`src/sv/bssc_queue.sv`:
```
`timescale 1ns / 1ps

module bssc_queue #(
  parameter int WIDTH = 8,
  parameter int DEPTH = 2
) (
  input  logic             clk,
  input  logic             rst,
  input  logic             push,
  input  logic [WIDTH-1:0] din,
  input  logic             pop,
  output logic [WIDTH-1:0] dout,
  output logic             full,
  output logic             empty
);

  localparam int PW = (DEPTH > 1) ? $clog2(DEPTH) : 1;
  localparam int CW = $clog2(DEPTH + 1);

  logic [WIDTH-1:0] slots [DEPTH];
  logic [PW-1:0]    wr_ptr;
  logic [PW-1:0]    rd_ptr;
  logic [CW-1:0]    count;

  assign full  = (count == CW'(DEPTH));
  assign empty = (count == '0);
  assign dout  = slots[rd_ptr];

  always_ff @(posedge clk) begin
    if (push) begin
      slots[wr_ptr] <= din;
    end
  end

  always_ff @(posedge clk) begin
    if (rst) begin
      wr_ptr <= '0;
      rd_ptr <= '0;
      count  <= '0;
    end else begin
      if (push) begin
        wr_ptr <= (wr_ptr == PW'(DEPTH - 1)) ? '0 : wr_ptr + PW'(1);
      end
      if (pop) begin
        rd_ptr <= (rd_ptr == PW'(DEPTH - 1)) ? '0 : rd_ptr + PW'(1);
      end
      if (push && !pop) begin
        count <= count + CW'(1);
      end else if (pop && !push) begin
        count <= count - CW'(1);
      end
    end
  end

endmodule

```
`config.mk`:
```
export PLATFORM = sky130hd
export DESIGN_NAME = bssc_queue
export DESIGN_NICKNAME = d
export VERILOG_FILES = /design/src/sv/bssc_queue.sv
export SDC_FILE = /design/constraint.sdc
export NUM_CORES = 1
export LEC_CHECK = 0
export CORE_MARGIN = 8
export CORE_UTILIZATION = 57
export CTS_CLUSTER_SIZE = 28
export DETAILED_ROUTE_END_ITERATION = 10
export DONT_BUFFER_PORTS = 1
export PLACE_DENSITY = 0.72
export SYNTH_ARGS = -nofsm -noshare
export SYNTH_HDL_FRONTEND = slang
export SYNTH_SLANG_ARGS = --single-unit
```
`constraint.sdc`:
```
create_clock -name clk -period 1.42 [get_ports clk]
set_clock_uncertainty 0.1 [all_clocks]
set_input_delay 0 -clock clk [delete_from_list [all_inputs] [get_ports clk]]
set_output_delay 0 -clock clk [all_outputs]
set_load 0.1 [all_outputs]
```
==> flow_summary.toml <==
[run_status]
outcome = "finished with violations"
violations = "setup timing"

[critical_path]
slowest_stage = "mux2_2"
crit_cells = 1
crit_chain = "mux2_2"
critical_path_class = "flip-flop to output port"
critPathArrivalTime_ns = 1.39
reg2reg_depth = 3
crit_family = "multiplexers"
path_buf_inv = 0
endpoint_kind = "output port"
path_max_fanout = 8
max_stage_delay_ns = 0.59
critPathLaunchType = "flip-flop"
cp.required_ns = 1.32

[sta]
relSlewSlack = 0.6467
fin_crit_ns = 1.486
worst_pin_slew_ns = 0.5322
period_share = 1.047
finalSetupViolations = 3
fin_ws_ns = -0.06613
rsz0062_at_grt = "true"
hold_viol_final = 0
whs_ns = 0.03111
max_freq_mhz = 672.9
drv_slew = 0

[global_route]
overflow = 0
grt_pass1_vias = 483
grtUsageTotal = 0.1286
antenna_found_initial = 0
grt_max_degree = 13
grt_pass1_wl_um = 2449

[pwr]
power_switching_uw = 538.4
swShare = 0.3694
seqPwrFrac = 0.510
total_power_uw = 1458
peakVddDrop_v = 0.001080
powerDensity_nw_per_um2 = 1473
pwr-share-comb = 0.300
p_leak_uw = 0.0003775
pwr-share-clk = 0.190
intPower_uw = 919.1

[cells_and_area]
final_cell_mix = "16 x edfxtp_1, 12 x dlygate4sd3_1, 5 x mux2_4, 4 x nor2_1, 4 x dfxtp_1"
layout_commonest_cell = "edfxtp_1"
diodes = 0
nets = 79
drive_above_1_share = 0.2769
area_growth_pct = 26.36
final_cells = 80

[clocking]
clock_latency_ns = 0.31
h-tree-depth = 1
tritoncts = "yes"
cts_buffers = 3
clk_path_buf_depth = 2
cts-root-buf = "clkbuf_4"
cts.sinks = 21
path_clk_slew_ns = 0.11

[logic_synthesis]
synth_fa_ha_area_frac = 0.01597
synth_xor_area_frac = 0.04473
synth.distinct_cells = 15
synth_seq_area_share = 0.7412
synth_top_family_by_area = "multiplexers"
yosysWarnings = 0
synth_nets = 60
synth_mux_area_frac = 0.1150
avgSynthCellArea_um2 = 16.66
synth_compound_area_frac = 0.01278
syn_area_um2 = 783.3
synth_seq_cells = 21
syn_inst = 47
synthSimpleGateAreaFrac = 0.05911

[floorplanning]
dieArea_um2 = 2816
core_area_um2 = 1285
rows = 13
die_w_um = 53.07
pin_count = 22
die_h_um = 53.07
start_util = 0.6095

[placement]
port_buffers = 0
pre_cts_ws_ns = 0.2153
gp_congestion = 0.6476
dp.cells = 64

[detailed_routing]
wl_per_cell_um = 20.51
drt-vias-per-instance = 5.550
drcViolationCount = 0
drt_first_iter_violations = 4
wl_um = 1641
ant_nets = 0
first_pass_iters = 4
vias = 444

[worst_hold_path]
hold_depth = 2
holdCritPathClass = "primary input to flip-flop"

[flow_run]
maxCapViolations = 0
kinds of logic after synthesis:
| family | Yosys count |
|---|---|
| adder cells (fa/ha/maj) | 1 |
| buffers and inverters | 2 |
| AND/OR/NAND/NOR | 9 |
| multiplexers | 8 |
| AO/OA/AOI/OAI | 2 |
| flip-flops | 21 |
| XOR/XNOR | 4 |
power groups by stage:
stage	Combinational [uW]	Clock (uW)	Sequential [uW]
final	437	277	744
after global routing	447	297	749
after CTS	431	279	742
after detailed placement	386	0	753
after global placement	377	0	748
after floorplan	357	0	738
sequential cells by signal (all words and copies together), names as in the netlist, named ones only:
signal  count
slots      16
count       2
rd_ptr      1
wr_ptr      1
synthesized netlist by cell type, drive strengths merged:
library cell | n | share of area
a21oi | 1 | 0.0064
and2 | 1 | 0.0080
and2b | 1 | 0.011
buf | 1 | 0.0064
dfxtp | 5 | 0.13
edfxtp | 16 | 0.61
ha | 1 | 0.016
inv | 1 | 0.0048
mux2 | 8 | 0.12
nor2 | 5 | 0.024
nor2b | 1 | 0.0080
o21ai | 1 | 0.0064
or3 | 1 | 0.0080
xnor2 | 2 | 0.022
xor2 | 2 | 0.022
through the flow:
stage	area (um^2)	setup TNS, ns	utilization
floorplan	785.8	0	-
global placement	822.0	0	0.6397
detailed placement	822.0	0	0.6397
CTS	989.7	-0.1662	0.7702
global route	989.7	-0.2834	0.7702
finish	989.7	-0.1882	0.7702
layout make-up:
class | instances | area (um^2)
Clock inverter | 1 | 5.005
Tap cell | 15 | 18.77
Fill cell | 69 | 295.3
Sequential cell | 21 | 581.8
Inverter | 1 | 3.754
Clock buffer | 3 | 22.52
Multi-Input combinational cell | 24 | 215.2
Timing Repair Buffer | 15 | 142.6
routing by layer:
layer  up-vias  part of all wire  track usage
li1        204                 -            -
met1       211              0.32       0.1092
met3         5             0.083      0.05602
met5         -                 0            0
met4         0             0.030      0.07983
met2        24              0.57       0.2363
what timing repair did:
action | 4_1_cts | 5_1_grt
buffers inserted | 0 | 0
hold endpoints to repair | 21 | 0
gates cloned | 0 | 0
gates resized for setup | 6 | 0
hold buffers | 12 | 0
setup endpoints to repair | 8 | 3
worst paths after layout:
kind | start | to | slack (ns)
worst max-delay path | flip-flop | dout[6] | -0.07
worst min-delay path | push | slots[0][6] | 0.03
worst max register to register | wr_ptr | wr_ptr | 0.06
worst min register to register | rd_ptr | flip-flop | 0.50
Power figures use the tool's default switching activity.
