==> config.mk <==
export PLATFORM = sky130hd
export DESIGN_NAME = bssc_front_flat
export DESIGN_NICKNAME = d
export VERILOG_FILES = /design/src/sv/bssc_pkg.sv /design/src/sv/bssc_in_if.sv /design/src/sv/bssc_front.sv /design/src/flat_wrapper.sv
export SDC_FILE = /design/constraint.sdc
export NUM_CORES = 1
export LEC_CHECK = 0
export BUFFER_PORTS_ARGS = -buffer_cell sky130_fd_sc_hd__buf_4
export CORE_UTILIZATION = 55
export CTS_BUF_LIST = sky130_fd_sc_hd__clkbuf_4 sky130_fd_sc_hd__clkbuf_8 sky130_fd_sc_hd__clkbuf_16
export DETAILED_ROUTE_END_ITERATION = 12
export PLACE_DENSITY = 0.85
export SLEW_MARGIN = 5
export SYNTH_ARGS = -nofsm -noshare
export SYNTH_HDL_FRONTEND = slang
export SYNTH_SLANG_ARGS = --single-unit
==> constraint.sdc <==
create_clock -name clk -period 7.3 [get_ports clk]
set_input_delay 1.825 -clock clk [delete_from_list [all_inputs] [get_ports clk]]
set_output_delay 1.825 -clock clk [all_outputs]
set_load 0.01 [all_outputs]
==> src/sv/bssc_pkg.sv <==
`timescale 1ns / 1ps

package bssc_pkg;

  localparam int GOAL_W      = 11;
  localparam int HIST_W      = 12;
  localparam int MATCH_W     = 20;
  localparam int QUEUE_DEPTH = 2;

  // how the back end finds the histogram count to add
  localparam logic [1:0] KIND_NONE = 2'd0;  // adds zero
  localparam logic [1:0] KIND_IMM  = 2'd1;  // count known in front, carried along
  localparam logic [1:0] KIND_MEM  = 2'd2;  // count comes from the histogram ram

  typedef struct packed {
    logic [1:0]        kind;
    logic [HIST_W-1:0] imm;
    logic              wr_en;
    logic [HIST_W-1:0] wr_data;
    logic              last;
    logic              over;
  } op_t;

endpackage

==> src/sv/bssc_in_if.sv <==
`timescale 1ns / 1ps

interface bssc_in_if;
  logic valid;
  logic ready;
  logic bit_value;
  logic is_last;

  modport source (output valid, output bit_value, output is_last, input ready);
  modport sink (input valid, input bit_value, input is_last, output ready);
endinterface

==> src/sv/bssc_front.sv <==
`timescale 1ns / 1ps

module bssc_front #(
  parameter int MAX_LEN = 1024,
  parameter int ADDR_W  = 11
) (
  input  logic                        clk,
  input  logic                        rst,
  bssc_in_if.sink                     in,
  input  logic [bssc_pkg::GOAL_W-1:0] goal,
  input  logic                        full,
  output logic                        push,
  output bssc_pkg::op_t               op,
  output logic [ADDR_W-1:0]           rd_addr,
  output logic [ADDR_W-1:0]           wr_addr
);

  localparam int CMP_W = (ADDR_W > bssc_pkg::GOAL_W) ? ADDR_W : bssc_pkg::GOAL_W;

  logic [ADDR_W-1:0]               elem_count;
  logic [ADDR_W-1:0]               prefix;
  logic [bssc_pkg::HIST_W-1:0]     cur_count;  // histogram entry at the current prefix
  logic                            over;
  logic [ADDR_W-1:0]               prefix_new;
  logic [CMP_W-1:0]                diff;

  assign in.ready   = !full;
  assign push       = in.valid && !full;
  assign over       = (elem_count >= ADDR_W'(MAX_LEN));
  assign prefix_new = prefix + ADDR_W'(in.bit_value);
  assign diff       = CMP_W'(prefix_new) - CMP_W'(goal);

  always_comb begin
    op.kind    = bssc_pkg::KIND_NONE;
    op.imm     = cur_count;
    op.wr_en   = !over && in.bit_value;
    op.wr_data = cur_count;
    op.last    = in.is_last;
    op.over    = over;
    rd_addr    = diff[ADDR_W-1:0];
    wr_addr    = prefix;
    if (!over) begin
      if (goal == bssc_pkg::GOAL_W'(in.bit_value)) begin
        // lookup lands on the current prefix, whose count is held here
        op.kind = bssc_pkg::KIND_IMM;
      end else if (goal != '0 && CMP_W'(prefix_new) >= CMP_W'(goal)) begin
        // lookup lands below the current prefix, already written to the ram
        op.kind = bssc_pkg::KIND_MEM;
      end
    end
  end

  always_ff @(posedge clk) begin
    if (rst) begin
      elem_count <= '0;
      prefix     <= '0;
      cur_count  <= bssc_pkg::HIST_W'(1);
    end else if (push) begin
      if (in.is_last) begin
        elem_count <= '0;
        prefix     <= '0;
        cur_count  <= bssc_pkg::HIST_W'(1);
      end else if (!over) begin
        elem_count <= elem_count + ADDR_W'(1);
        if (in.bit_value) begin
          prefix    <= prefix_new;
          cur_count <= bssc_pkg::HIST_W'(1);
        end else if (cur_count != '1) begin
          cur_count <= cur_count + bssc_pkg::HIST_W'(1);
        end
      end
    end
  end

endmodule

==> src/flat_wrapper.sv <==
// flat-port wrapper written by rule: the top's interface ports become plain ports
module bssc_front_flat 
#(
  parameter int MAX_LEN = 1024,
  parameter int ADDR_W  = 11
)
  (clk, rst, goal, full, push, op, rd_addr, wr_addr, in_valid, in_bit_value, in_is_last, in_ready);
  bssc_in_if in_i ();
  input  logic clk;
  input  logic rst;
  input  logic [bssc_pkg::GOAL_W-1:0] goal;
  input  logic full;
  output logic push;
  output bssc_pkg::op_t op;
  output logic [ADDR_W-1:0] rd_addr;
  output logic [ADDR_W-1:0] wr_addr;
  input wire logic [$bits(in_i.valid)-1:0] in_valid;
  input wire logic [$bits(in_i.bit_value)-1:0] in_bit_value;
  input wire logic [$bits(in_i.is_last)-1:0] in_is_last;
  output wire logic [$bits(in_i.ready)-1:0] in_ready;
  assign in_i.valid = in_valid;
  assign in_i.bit_value = in_bit_value;
  assign in_i.is_last = in_is_last;
  assign in_ready = in_i.ready;
  bssc_front #(.MAX_LEN(MAX_LEN), .ADDR_W(ADDR_W)) u_core (.clk(clk), .rst(rst), .in(in_i), .goal(goal), .full(full), .push(push), .op(op), .rd_addr(rd_addr), .wr_addr(wr_addr));
endmodule
==> flow_summary.yaml, run 1 <==
cells_and_area:
  drive_above_1_share: 0.235
  areaGrowthSynthToFinish_pct: 23.0
  num_antenna_cells: 0
  nets: 396
timing:
  setup_viol: 0
  rsz0062_at_grt: "no"
  finalClockSkew_ps: 2.84
  slew_viol_final: 0
  period_needed_ps: 6100
  worst_pin_slew_ps: 560
  fin_tns_setup_ps: 0
  setup_ws_ps: 1200
  post-route-period-util: 0.836
  max_freq_mhz: 164
  relSlewSlack: 0.626
  hold_violations: 0
worst_setup_path:
  worst-path-buf-inv: 2
  cp-start-kind: "input pin"
  crit_start: "in_bit_value"
  path_delay_family: "compound AO/OA/AOI/OAI gates"
  cp-end-kind: "primary output"
  reg2reg_slack_ps: 5250
  critical_path_class: "in2out"
  critical_path_arrival_ps: 4280
  cpPeakStageDelay_ps: 340
  cp_slowest_cell: "ha_1"
  crit_required_ps: 5480
  crit_path_max_fanout: 7
  cp_cell_sequence: "buf_4 > ha_1 > and3_2 > nand3_1 > xnor2_1 > ha_1 > a21oi_1 > o211ai_1 > a31o_2 > a21oi_1 > xnor2_1 > buf_4"
  r2r-start: "u_core.cur_count[0]"
global_routing:
  grt_overflow_total: 0
  grt_pass1_vias: 2062
  grt_usage: 0.266
  grt_pass1_wl_mm: 9.25
  grt_max_degree: 23
  antenna_found_initial: 0
status:
  status: "complete, no violations"
power_and_ir_drop:
  switching_share: 0.241
  p_int_uw: 324
  power_leakage_nw: 1.33
  peakVddDrop_uv: 105
  pwr-share-clk: 0.413
  cellPowerDensity_nw_per_um2: 143
  p_switching_uw: 103
  combPwrFrac: 0.144
  power_frac_seq: 0.443
min_path:
  hold_path.class: "reg2reg"
  min_from: "u_core.elem_count[5]"
detailed_routing:
  routedWlPerCell_um: 14.4
  postRouteAntennaNets: 0
  met3WireLength_um: 341
  drtPass1Iterations: 4
  drtIter0Drc: 164
  dr_wl_met2_mm: 2.82
  totalWireLength_mm: 5.93
  viasPerCell: 5.62
  route.detailed.drc: 0
  wl_met1_mm: 2.66
  top_layer_used: "met4"
  vias: 2309
synthesis:
  yosys-top-cells-area: "dfxtp_1, xnor2_1, ha_1"
  yosysMostFrequentCell: "dfxtp_1"
  netlist.area_leader.share: 0.281
  synth_warnings: 0
  ys_ff_latch: 34
  synthArstFlopShare: 0
  yosysUniqueCellTypes: 44
  synthTopCellsByCount: "dfxtp_1, nor2_1, xnor2_1"
  seq_area_frac_synth: 0.281
  synth-edff-count: 0
  syn-num-nets: 342
  avgSynthCellArea_um2: 7.88
  yosysTopAreaCell: "dfxtp_1"
  synth_area_um2: 2420
  ys.flop_type: "dfxtp_1"
  netlist_instances: 307
floorplanning:
  pin_count: 70
  fp.coreArea_um2: 4120
  rows: 23
  initial_core_util: 0.588
  die_area_um2: 4670
  die_y_um: 68.3
  die_w_um: 68.3
clock_network:
  h-tree-depth: 2
  post_cts_buffers: 0
  clkTransAtPathRegs_ps: 70
  holdBufCountCts: 0
  numCtsBuffers: 5
  cts.sinks: 34
  cts_root_buf: "clkbuf_8"
  cts.repair.resized: 0
  cts_tree: "yes"
  clock_path_buffers: 2
  clk_latency_ps: 290
flow_run:
  cap_violations: 0
placed_design:
  dp_slack_ps: 1220
  dp_hpwl_mm: 4.33
  gp_congestion: 0.845
  portBuffers: 69
worst paths after layout:
| kind | end | cells past startpoint |
|---|---|---|
| worst min register to register | u_core.elem_count[5] | 2 |
| worst max register to register | u_core.cur_count[0] | 6 |
| worst min-delay path | u_core.elem_count[5] | 2 |
| worst max-delay path | rd_addr[10] | 12 |
kinds of logic (layout without fill, tap and decap cells):
group,count (synthesis),in the layout,share of synthesized area
xor gates and xnor gates,35,35,0.127
buffers and inverters,46,100,0.0952
and+or+nand+nor,125,125,0.282
adders and majority gates,18,18,0.0962
DFF,34,34,0.281
AOI/OAI and AO/OA,49,49,0.118
registers in the layout, indices dropped and copies added, names as in the netlist:
signal,cells
u_core.cur_count,12
u_core.elem_count,11
u_core.wr_addr,11
routing by layer:
layer | global-route usage | vias up
met4 | 0.0859 | 0
met5 | 0 | -
met1 | 0.334 | 1068
met2 | 0.442 | 68
li1 | - | 1159
met3 | 0.0633 | 14
area by class of cell:
| type | count | area, um^2 |
|---|---|---|
| Sequential cell | 34 | 681 |
| Inverter | 23 | 86.3 |
| Clock inverter | 1 | 30.0 |
| Multi-Input combinational cell | 227 | 1510 |
| Fill cell | 352 | 1140 |
| Tap cell | 50 | 62.6 |
| Clock buffer | 6 | 82.6 |
| Timing Repair Buffer | 70 | 526 |
worst min-delay path: stages, from the launching register on:
cell and delay, ps:
dfxtp_1 330, o21ai_0 80, a21oi_1 60
placed cells by master, fill, tap and decap left out, drive strengths merged, types with 4 or more instances in the layout:
cell type	n
nand2b	5
or4	4
xnor2	25
or3	4
o21ai	14
nor3	9
a21oi	21
buf	70
nand3	14
nor4	6
ha	17
xor2	10
nand4	6
clkbuf	6
and4	4
nand3b	4
nand2	23
nor2	31
inv	23
dfxtp	34
stage by stage:
| step | hold slack, ps | utilization | instance area, um^2 | power (mW) | instances |
|---|---|---|---|---|---|
| finish | 512 | 0.723 | 2980 | 0.427 | 411 |
| global route | 537 | 0.723 | 2980 | 0.444 | 411 |
| CTS | 506 | 0.723 | 2980 | 0.428 | 411 |
| detailed placement | 496 | 0.696 | 2860 | 0.254 | 404 |
| global placement | 477 | 0.696 | 2860 | 0.253 | 404 |
| floorplan | 459 | - | 2420 | 0.228 | 307 |
power by group through the flow:
stage | sequential (mW) | combinational (mW) | clock (mW)
floorplan | 0.193 | 0.0346 | 0
global placement | 0.193 | 0.0596 | 0
detailed placement | 0.193 | 0.0609 | 0
CTS | 0.189 | 0.0615 | 0.178
global route | 0.189 | 0.0675 | 0.187
finish | 0.189 | 0.0616 | 0.176
No activity file was read; power rests on OpenSTA's default activity.
==> inputs of run 2 (changes only) <==
--- a/config.mk
+++ b/config.mk
@@ -6,10 +6,10 @@
 export NUM_CORES = 1
 export LEC_CHECK = 0
 export BUFFER_PORTS_ARGS = -buffer_cell sky130_fd_sc_hd__buf_4
-export CORE_UTILIZATION = 55
+export CORE_UTILIZATION = 47
 export CTS_BUF_LIST = sky130_fd_sc_hd__clkbuf_4 sky130_fd_sc_hd__clkbuf_8 sky130_fd_sc_hd__clkbuf_16
 export DETAILED_ROUTE_END_ITERATION = 12
-export PLACE_DENSITY = 0.85
+export PLACE_DENSITY = 0.77
 export SLEW_MARGIN = 5
 export SYNTH_ARGS = -nofsm -noshare
 export SYNTH_HDL_FRONTEND = slang
==> constraint.sdc (replaced) <==
create_clock -name clk -period 5.4 [get_ports clk]
set_input_delay 1.35 -clock clk [delete_from_list [all_inputs] [get_ports clk]]
set_output_delay 1.35 -clock clk [all_outputs]
set_load 0.01 [all_outputs]
==> run 2 against run 1 <==
  * Hold slack got worse by 13 ps
  * Combinational power increased by 33%
  * Critical path depth unchanged
  * Clock skew increased by 2.8 ps
  * Clock power increased by 12%
  * Final area increased by 0.13%
  * First-iteration DRC count decreased by 52%
  * Die area increased by 17%
  * Sequential share of layout area about the same
  * Highest routed layer unchanged
==> flow_summary.yaml, run 2 (same netlist as run 1, synthesis figures left out) <==
floorplanning:
  die_area_um2: 5440
  die_y_um: 73.7
  pin_count: 70
  initial_core_util: 0.499
  die_w_um: 73.7
  rows: 25
  fp.coreArea_um2: 4850
power_and_ir_drop:
  combPwrFrac: 0.154
  cellPowerDensity_nw_per_um2: 179
  power_leakage_nw: 1.32
  p_int_uw: 393
  p_switching_uw: 142
  switching_share: 0.265
  finalPower_uw: 535
  pwr-share-clk: 0.369
  peakVddDrop_uv: 119
  power_frac_seq: 0.478
worst_setup_path:
  cp-start-kind: "input pin"
  r2r_cells: 5
  reg2reg_slack_ps: 3370
  critical_path_arrival_ps: 3780
  r2r-start: "u_core.wr_addr[0]"
  path_delay_family: "compound AO/OA/AOI/OAI gates"
  cp_slowest_cell: "ha_1"
  cp_cell_sequence: "buf_4 > ha_1 > and3_2 > nand3_1 > xnor2_1 > ha_1 > a21oi_1 > nand3b_1 > o22ai_1 > o21ai_0 > xor2_1 > buf_4"
  crit_required_ps: 4050
  worst-path-buf-inv: 2
  r2r-end: "u_core.wr_addr[10]"
  crit_start: "in_bit_value"
  cpPeakStageDelay_ps: 340
  cp-end-kind: "primary output"
  crit_path_max_fanout: 7
  critical_path_class: "in2out"
global_routing:
  grt_pass1_vias: 2005
  grt_usage: 0.214
  grt_max_degree: 23
  grt_overflow_total: 0
  grt_pass1_wl_mm: 8.87
  antenna_found_initial: 0
detailed_routing:
  vias: 2295
  viasPerCell: 5.35
  drtPass1Iterations: 4
  totalWireLength_mm: 5.49
  routedWlPerCell_um: 12.8
  route.detailed.drc: 0
  drtIter0Drc: 79
  postRouteAntennaNets: 0
timing:
  hold_violations: 0
  fin_tns_setup_ps: 0
  slew_viol_final: 0
  max_freq_mhz: 195
  rsz0062_at_grt: "no"
  worst_pin_slew_ps: 555
  post-route-period-util: 0.950
  period_needed_ps: 5130
  finalClockSkew_ps: 5.66
  relSlewSlack: 0.629
  worst_hold_slack_ps: 499
  setup_viol: 0
clock_network:
  clkTransAtPathRegs_ps: 70
  h-tree-depth: 2
  post_cts_buffers: 0
  clock_path_buffers: 2
  cts_root_buf: "clkbuf_8"
  clk_latency_ps: 290
  holdBufCountCts: 0
  cts.sinks: 34
  cts.repair.resized: 0
  cts_tree: "yes"
  numCtsBuffers: 5
status:
  status: "complete, no violations"
min_path:
  min_from: "u_core.elem_count[5]"
  hold_path_end: "u_core.elem_count[5]"
  hold_path.class: "reg2reg"
  whs_path_depth: 2
cells_and_area:
  num_antenna_cells: 0
  largest_register: "u_core.cur_count"
  final_common_cell: "buf_4"
  final_cells: 429
  fill_cells: 444
  seqCellArea_um2: 681
  multi_input_area_um2: 1510
  nets: 396
  final_cell_mix: "buf_4, dfxtp_1, nor2_1"
  largest_reg_flops: 12
  drive_above_1_share: 0.238
  areaGrowthSynthToFinish_pct: 23.2
placed_design:
  gp_congestion: 0.906
  place_inst: 421
  portBuffers: 69
  dp_hpwl_mm: 4.34
flow_run:
  cap_violations: 0
-- run 2: cell count changes in the layout (fill, tap and decap cells not counted) --
cell	previous run	this run
bufinv_16	1	0
clkinv_2	0	1
clkinvlp_4	0	1
-- run 2: per-stage QoR --
stage / instance area [um^2] / utilization / setup slack, ps
after detailed placement: 2880 / 0.595 / 301
after global placement: 2880 / 0.595 / 387
after global routing: 2980 / 0.614 / 51.7
after floorplan: 2420 / - / 635
final: 2980 / 0.614 / 270
after CTS: 2980 / 0.614 / 302
-- run 2: power by group through the flow --
stage	clock network [mW]	logic, mW	registers (mW)
2_1_floorplan	0	0.0468	0.261
3_3_place_gp	0	0.0808	0.261
6_report	0.197	0.0821	0.255
4_1_cts	0.203	0.0823	0.255
3_5_place_dp	0	0.0819	0.261
5_1_grt	0.213	0.0901	0.256
-- run 2: how the worst max path moves through the flow --
stage                  endpoint  slack [ps]  cells past startpoint
detailed placement  rd_addr[10]         300                     12
global route        rd_addr[10]          50                     12
floorplan           rd_addr[10]         640                     11
global placement         op[28]         390                     12
finish               rd_addr[9]         270                     12
CTS                 rd_addr[10]         300                     12
-- run 2: cell type report --
cell class / count / area share
well taps: 67 / 0.0281
clock buffers: 6 / 0.0277
clock inverters: 2 / 0.00420
inverters: 23 / 0.0290
flip-flops and latches: 34 / 0.228
multi-input cells: 227 / 0.506
repair buffers: 70 / 0.176
-- run 2: worst reg2reg max path: stages (launching register included) --
cell and delay [ps]:
dfxtp_1 390, ha_1 230, nand4_2 180, or4_4 550, or4_1 470, a21oi_1 150
-- run 2: layer usage --
metal / part of all wire / track usage / vias to the layer above
li1: - / - / 1158
met1: 0.48 / 0.275 / 1064
met2: 0.46 / 0.346 / 63
met3: 0.046 / 0.0480 / 10
met4: 0.016 / 0.0876 / 0
met5: 0 / 0 / -
